<file path="config.mk">
export PLATFORM = sky130hd
export DESIGN_NAME = top_k_select_with_index_core
export DESIGN_NICKNAME = d
export VERILOG_FILES = /design/src/rtl/tks_pkg.sv /design/src/rtl/top_k_select_with_index_core.sv /design/src/rtl/tks_cell.sv
export SDC_FILE = /design/constraint.sdc
export NUM_CORES = 2
export LEC_CHECK = 0
export ABC_AREA = 1
export BUFFER_PORTS_ARGS = -buffer_cell sky130_fd_sc_hd__buf_2
export CAP_MARGIN = 15
export CORE_AREA = 4 4 290 363
export CTS_CLUSTER_SIZE = 30
export DETAILED_ROUTE_END_ITERATION = 16
export DIE_AREA = 0 0 294 367
export GPL_ROUTABILITY_DRIVEN = 0
export HOLD_SLACK_MARGIN = 0.02
export PLACE_DENSITY = 0.74
export SYNTH_ARGS = -nofsm -noshare
export SYNTH_HDL_FRONTEND = slang
export SYNTH_HIERARCHICAL = 1
export SYNTH_SLANG_ARGS = --single-unit
</file>
<file path="constraint.sdc">
create_clock -name clk -period 9.7 [get_ports clk]
set_input_delay 0.485 -clock clk [delete_from_list [all_inputs] [get_ports clk]]
set_output_delay 0.485 -clock clk [all_outputs]
set_load 0.02 [all_outputs]
</file>
<file path="src/rtl/tks_pkg.sv">
// Shared widths, register indexes and cell control type for the top-k selector.
package tks_pkg;

  localparam int DATA_W     = 32;
  localparam int POS_OUT_W  = 16;
  localparam int CFG_IDX_W  = 1;
  localparam int CFG_DATA_W = 7;
  localparam int KCFG_W     = 7;

  localparam logic [CFG_IDX_W-1:0] CFG_COUNT_KEPT      = 1'd0;
  localparam logic [CFG_IDX_W-1:0] CFG_SELECT_SMALLEST = 1'd1;

  typedef struct packed {
    logic load;       // insert the element on the shared bus
    logic shift_out;  // move every slot one place towards the head
    logic smallest;   // rank smaller values ahead
  } cell_ctrl_t;

endpackage

</file>
<file path="src/rtl/top_k_select_with_index_core.sv">
// Top level of the streaming top-k selector with positions.
// Elements of a column arrive one per transfer on the in_ channel and enter a
// chain of K_MAX rank cells, one element per cycle, each cell holding one kept
// value and its column position in rank order. On the element marked tlast
// the input stalls while the chain drains from its head, one pair per out_
// transfer, best first, out_tlast on the last pair. Ties rank the earlier
// element first. count_kept of 0 acts as 1, above K_MAX as K_MAX.
module top_k_select_with_index_core #(
  parameter int K_MAX      = 16,
  parameter int COLUMN_MAX = 65536,
  parameter int VALUE_BITS = 32
) (
  input  logic                              clk,
  input  logic                              rst_n,
  input  logic                              in_tvalid,
  output logic                              in_tready,
  input  logic [tks_pkg::DATA_W-1:0]        in_tdata,   // element_value
  input  logic                              in_tlast,   // column_end
  output logic                              out_tvalid,
  input  logic                              out_tready,
  output logic [47:0]                       out_tdata,  // chosen_value, chosen_position
  output logic                              out_tlast,  // final_pair
  input  logic                              cfg_we,
  input  logic [tks_pkg::CFG_IDX_W-1:0]     cfg_index,
  input  logic [tks_pkg::CFG_DATA_W-1:0]    cfg_wdata
);

  localparam int POS_W = $clog2(COLUMN_MAX);
  localparam logic [POS_W-1:0] POS_LAST = POS_W'(COLUMN_MAX - 1);
  localparam logic [tks_pkg::KCFG_W-1:0] KMAX_K = tks_pkg::KCFG_W'(K_MAX);

  logic [tks_pkg::KCFG_W-1:0] count_kept_r;
  logic                       smallest_r;
  logic [POS_W-1:0]           counter_r, counter_nxt;
  logic                       draining_r, draining_nxt;
  logic [tks_pkg::KCFG_W-1:0] k_eff;
  logic                       in_xfer, out_xfer;
  logic [VALUE_BITS-1:0]      new_value;
  tks_pkg::cell_ctrl_t        ctrl;

  logic [VALUE_BITS-1:0] cell_value [K_MAX];
  logic [POS_W-1:0]      cell_pos   [K_MAX];
  logic                  cell_valid [K_MAX];
  logic                  cell_found [K_MAX];
  logic                  head_next_valid;

  assign in_tready = !draining_r;
  assign in_xfer   = in_tvalid && in_tready;
  assign out_xfer  = out_tvalid && out_tready;
  assign new_value = VALUE_BITS'(in_tdata);

  always_comb begin
    if (count_kept_r == '0) begin
      k_eff = tks_pkg::KCFG_W'(1);
    end else if (count_kept_r > KMAX_K) begin
      k_eff = KMAX_K;
    end else begin
      k_eff = count_kept_r;
    end
  end

  assign ctrl.load      = in_xfer;
  assign ctrl.shift_out = out_xfer;
  assign ctrl.smallest  = smallest_r;

  genvar gi;
  generate
    for (gi = 0; gi < K_MAX; gi++) begin : g_cell
      logic [VALUE_BITS-1:0] l_value, r_value;
      logic [POS_W-1:0]      l_pos, r_pos;
      logic                  l_valid, r_valid, f_in;

      if (gi == 0) begin : g_head
        assign l_value = '0;
        assign l_pos   = '0;
        assign l_valid = 1'b0;
        assign f_in    = 1'b0;
      end else begin : g_body
        assign l_value = cell_value[gi-1];
        assign l_pos   = cell_pos[gi-1];
        assign l_valid = cell_valid[gi-1];
        assign f_in    = cell_found[gi-1];
      end

      if (gi == K_MAX - 1) begin : g_tail
        assign r_value = '0;
        assign r_pos   = '0;
        assign r_valid = 1'b0;
      end else begin : g_inner
        assign r_value = cell_value[gi+1];
        assign r_pos   = cell_pos[gi+1];
        assign r_valid = cell_valid[gi+1];
      end

      tks_cell #(
        .VALUE_BITS(VALUE_BITS),
        .POS_W     (POS_W)
      ) u_cell (
        .clk        (clk),
        .rst_n      (rst_n),
        .ctrl       (ctrl),
        .active     (tks_pkg::KCFG_W'(gi) < k_eff),
        .new_value  (new_value),
        .new_pos    (counter_r),
        .found_in   (f_in),
        .found_out  (cell_found[gi]),
        .left_value (l_value),
        .left_pos   (l_pos),
        .left_valid (l_valid),
        .right_value(r_value),
        .right_pos  (r_pos),
        .right_valid(r_valid),
        .value      (cell_value[gi]),
        .pos        (cell_pos[gi]),
        .valid      (cell_valid[gi])
      );
    end

    if (K_MAX > 1) begin : g_next
      assign head_next_valid = cell_valid[1];
    end else begin : g_single
      assign head_next_valid = 1'b0;
    end
  endgenerate

  assign out_tvalid       = draining_r;
  assign out_tdata[31:0]  = tks_pkg::DATA_W'($signed(cell_value[0]));
  assign out_tdata[47:32] = tks_pkg::POS_OUT_W'(cell_pos[0]);
  assign out_tlast        = !head_next_valid;

  always_comb begin
    counter_nxt  = counter_r;
    draining_nxt = draining_r;
    if (in_xfer) begin
      if (in_tlast) begin
        counter_nxt  = '0;
        draining_nxt = 1'b1;
      end else if (counter_r == POS_LAST) begin
        counter_nxt = '0;
      end else begin
        counter_nxt = counter_r + POS_W'(1);
      end
    end else if (out_xfer && !head_next_valid) begin
      draining_nxt = 1'b0;
    end
  end

  always_ff @(posedge clk) begin
    if (!rst_n) begin
      count_kept_r <= tks_pkg::KCFG_W'(1);
      smallest_r   <= 1'b0;
      counter_r    <= '0;
      draining_r   <= 1'b0;
    end else begin
      counter_r  <= counter_nxt;
      draining_r <= draining_nxt;
      if (cfg_we) begin
        case (cfg_index)
          tks_pkg::CFG_COUNT_KEPT:      count_kept_r <= cfg_wdata;
          tks_pkg::CFG_SELECT_SMALLEST: smallest_r   <= cfg_wdata[0];
          default: ;
        endcase
      end
    end
  end

endmodule

</file>
<file path="src/rtl/tks_cell.sv">
// One rank slot of the selection chain: compare, keep, insert or shift.
module tks_cell #(
  parameter int VALUE_BITS = 32,
  parameter int POS_W      = 16
) (
  input  logic                   clk,
  input  logic                   rst_n,
  input  tks_pkg::cell_ctrl_t    ctrl,
  input  logic                   active,
  input  logic [VALUE_BITS-1:0]  new_value,
  input  logic [POS_W-1:0]       new_pos,
  input  logic                   found_in,
  output logic                   found_out,
  input  logic [VALUE_BITS-1:0]  left_value,
  input  logic [POS_W-1:0]       left_pos,
  input  logic                   left_valid,
  input  logic [VALUE_BITS-1:0]  right_value,
  input  logic [POS_W-1:0]       right_pos,
  input  logic                   right_valid,
  output logic [VALUE_BITS-1:0]  value,
  output logic [POS_W-1:0]       pos,
  output logic                   valid
);

  localparam logic [VALUE_BITS-1:0] SIGN = {1'b1, {(VALUE_BITS-1){1'b0}}};

  logic [VALUE_BITS-1:0] value_r, value_nxt;
  logic [POS_W-1:0]      pos_r, pos_nxt;
  logic                  valid_r, valid_nxt;
  logic [VALUE_BITS-1:0] key_new, key_own;
  logic                  ahead, beats;

  assign key_new   = new_value ^ SIGN;
  assign key_own   = value_r ^ SIGN;
  assign ahead     = ctrl.smallest ? (key_new < key_own) : (key_new > key_own);
  assign beats     = !valid_r || ahead;
  assign found_out = found_in || beats;

  always_comb begin
    value_nxt = value_r;
    pos_nxt   = pos_r;
    valid_nxt = valid_r;
    if (ctrl.load) begin
      if (!active) begin
        valid_nxt = 1'b0;
      end else if (found_in) begin
        value_nxt = left_value;
        pos_nxt   = left_pos;
        valid_nxt = left_valid;
      end else if (beats) begin
        value_nxt = new_value;
        pos_nxt   = new_pos;
        valid_nxt = 1'b1;
      end
    end else if (ctrl.shift_out) begin
      value_nxt = right_value;
      pos_nxt   = right_pos;
      valid_nxt = right_valid;
    end
  end

  always_ff @(posedge clk) begin
    if (!rst_n) begin
      valid_r <= 1'b0;
    end else begin
      valid_r <= valid_nxt;
    end
  end

  always_ff @(posedge clk) begin
    value_r <= value_nxt;
    pos_r   <= pos_nxt;
  end

  assign value = value_r;
  assign pos   = pos_r;
  assign valid = valid_r;

endmodule
</file>
==> impl_summary.txt <==
----------------------------------------------------
[CTS]
  Count of hold-fix buffers inserted at cts ... 0
  Clock tree buffer depth ... 3
  Clock Root Buffer ... sky130_fd_sc_hd__clkbuf_16
  Resize count post-CTS ... 0
  Clock sink count ... 809
  Insertion delay to the later sink of the worst-skew pair ... 0.67 ns
  Number of CTS-inserted buffers ... 86
  CTS tree ... yes
  Count of buffers added by post-CTS timing repair for setup ... 0
  H-Tree Level Count ... 3
  Clk pin slew, worst setup/hold paths ... 0.06 ns

[Synthesis]
  Per-instance average area after synthesis ... 7.87 sq um
  Part of the Yosys area used for sequential elements ... 43.0%
  Count of state elements after synthesis ... 809
  Yosys warning total ... 6
  Unique masters post-synth ... 37
  Post-synthesis instance total ... 7052
  Synthesized cell area ... 55500 sq um

[Layout]
  Layout filler cell count ... 9030
  Leading cell type in the layout, fill and taps excluded ... sky130_fd_sc_hd__nand2_1
  Fraction of the core area covered by cells at the end of the flow ... 59.4%
  Multi-input gate area ... 28000 sq um
  Area Growth Syn to Fin ... 8.90%
  Most used cells in the layout excluding fill and tap cells ... sky130_fd_sc_hd__nand2_1 (1447), sky130_fd_sc_hd__o21ai_0 (1440), sky130_fd_sc_hd__nor2_1 (987)
  Final instance count without filler cells ... 8526
  Post-layout nets ... 7676
  Share of post-route cells with drive strength above 1 ... 7.30%
  Storage element area ... 23900 sq um

[Drt]
  Number of optimization iterations in the first detailed-route pass ... 6
  Remaining design rule violation count ... 0
  Avg Vias per Cell ... 5.89
  Average wire length per cell after detail routing ... 19.4 um
  Post-route antenna net violation count ... 0
  Vias post-DR ... 50.3k
  Drt initial violations ... 5043
  Total detailed-routing wirelength ... 165000 um

[Placed design]
  I/O Buffers ... 96
  Sum of net half-perimeters after detailed placement ... 116000 um
  Number of instances in the placed design ... 8359
  Worst setup timing slack at the placement stage ... 1.75 ns

[Floorplan]
  Starting density of the core ... 54.5%
  Overall die width ... 294 um
  Core region area ... 102000 sq um
  Area of the die ... 108000 sq um
  Std-Cell Rows ... 131
  Vertical die dimension ... 367 um
  Number of placed I/O pins ... 97

[GRT]
  GR Util met1 ... 35.5%
  GR Util met2 ... 53.0%
  GR met3 Demand/Resource ... 2.95%
  Global router's overall resource usage ... 29.8%
  Wire length of the first global-routing pass ... 263000 um
  Pin count of the biggest net entering global routing ... 210
  Total grt overflow ... 0
  Initial antenna violation count ... 5
  Vias in the first global route ... 50.7k
  Busiest layer in global routing ... met2

[Setup path]
  Data arrival at the endpoint of the critical path ... 7.93 ns
  Max FO, Critical Path ... 51
  Most frequent CP cell ... sky130_fd_sc_hd__nand2_1
  Highest cell delay on the worst timing path ... 0.37 ns
  Type of element launching the critical path ... register
  Critical path data required time ... 10.06 ns
  CP Capture Type ... register
  Slowest cell on the critical path ... sky130_fd_sc_hd__edfxtp_1
  Worst setup path category ... register to register
  Setup slack, reg-to-reg ... 2.13 ns

[Pwr]
  Maximum resistive drop on vdd ... 0.194 mV
  Static leakage power ... 26.3 nW
  Power density over cell area ... 165 nW/um^2

[STA]
  Maximum operating frequency ... 132 MHz
  Actual transition at the worst max-transition pin ... 1.11 ns
  Max-slew violation count ... 0
  Clock skew after layout ... 0.0214 ns
  Final Hold Slack ... 0.0495 ns
  Max-slew headroom ... 25.7%
  Post-Route Setup TNS ... 0 ns
  Final cycle utilization of the critical path ... 78.0%
  Minimum period implied by the final worst setup slack ... 7.57 ns
  Final setup violating endpoints ... 0
  Fin. Hold Viols ... 0
  Fin worst setup slack ... 2.13 ns
  Unrepaired setup endpoints after global routing ... false

[Flow run]
  Max-Cap Viols ... 0

[Min path]
  Classification of the worst-slack hold path ... input pin to register

[Run status]
  Run status ... complete, no violations

----------------------------------------------------
-- critical path, delay by kind of cell (launching register included) --
kind                     cells  cell delay [ns]
adder cells (fa/ha/maj)      1             0.29
AO/OA/AOI/OAI                1             0.18
buffers and inverters        4             1.00
AND/OR/NAND/NOR             42             5.32
flip-flops                   1             0.37
-- path summary, 6_finish.rpt --
path | start | depth (start not counted) | endpoint
min | cfg_wdata[5] | 3 | count_kept_r[5]
min reg2reg | count_kept_r[4] | 2 | count_kept_r[4]
max reg2reg | g_cell[0].u_cell/value[7] | 48 | g_cell[15].u_cell/value[6]
max | g_cell[0].u_cell/value[7] | 48 | g_cell[15].u_cell/value[6]
-- metal layers --
metal,share of wire [%],vias to the layer above
li1,-,23703
met1,38,23933
met4,5.3,0
met3,6.0,519
met2,51,2102
met5,0,-
-- power breakdown --
group | leakage (nW) | internal, mW | switching, mW
Sequential | 7.59 | 4.33 | 0.298
Clock | 1.34 | 1.87 | 1.48
Combinational | 17.3 | 0.677 | 1.34
-- Yosys cell counts (all sizes together) --
master / number / area (sq um)
o21ai: 1614 / 8080
conb: 2 / 7.51
nand4: 37 / 231
xnor2: 3 / 26.3
buf: 81 / 412
inv: 762 / 2860
or2: 1 / 6.26
nand3: 115 / 753
ha: 513 / 6420
a21oi: 251 / 1260
mux2i: 1 / 10.0
nor3: 18 / 175
edfxtp: 768 / 23100
nor2: 1044 / 4170
a21o: 16 / 120
dfxtp: 41 / 821
o211ai: 2 / 15.0
nand2: 1501 / 5770
nand3b: 1 / 7.51
clkinv: 2 / 7.51
xor2: 5 / 43.8
o21a: 16 / 120
nor3b: 16 / 200
o311ai: 1 / 8.76
clkbuf: 241 / 915
-- stage by stage --
stage | power (mW) | instance area, sq um
finish | 9.99 | 60400
global route | 10.5 | 60400
CTS | 9.99 | 60400
detailed placement | 6.67 | 57700
global placement | 6.57 | 57700
floorplan | 5.98 | 55900
-- layout make-up --
class	instances	share of cell area (%)
diodes	8	0.0331
multi-input cells	5259	46.3
repair buffers	197	2.09
flip-flops and latches	809	39.5
inverters	764	4.74
clock inverters	45	0.669
clock buffers	114	3.89
well taps	1330	2.75
-- state kept, by name, summed over array words and instances, names as in the netlist --
name / cells
smallest_r: 1
counter_r: 16
g_cell.u_cell/pos: 256
count_kept_r: 7
g_cell.u_cell/value: 512
out_tvalid: 1
g_cell.u_cell/valid: 16
-- cells by family after synthesis --
group                      Yosys count  synth area share, %
xor gates and xnor gates             8                0.126
AOI/OAI and AO/OA                 1900                 17.3
other                                2               0.0135
buffers and inverters             1086                 7.56
adders and majority gates          513                 11.6
and+or+nand+nor                   2733                 20.4
muxes                                1               0.0180
DFF                                809                 43.0
(Power assumes the default switching activity.)
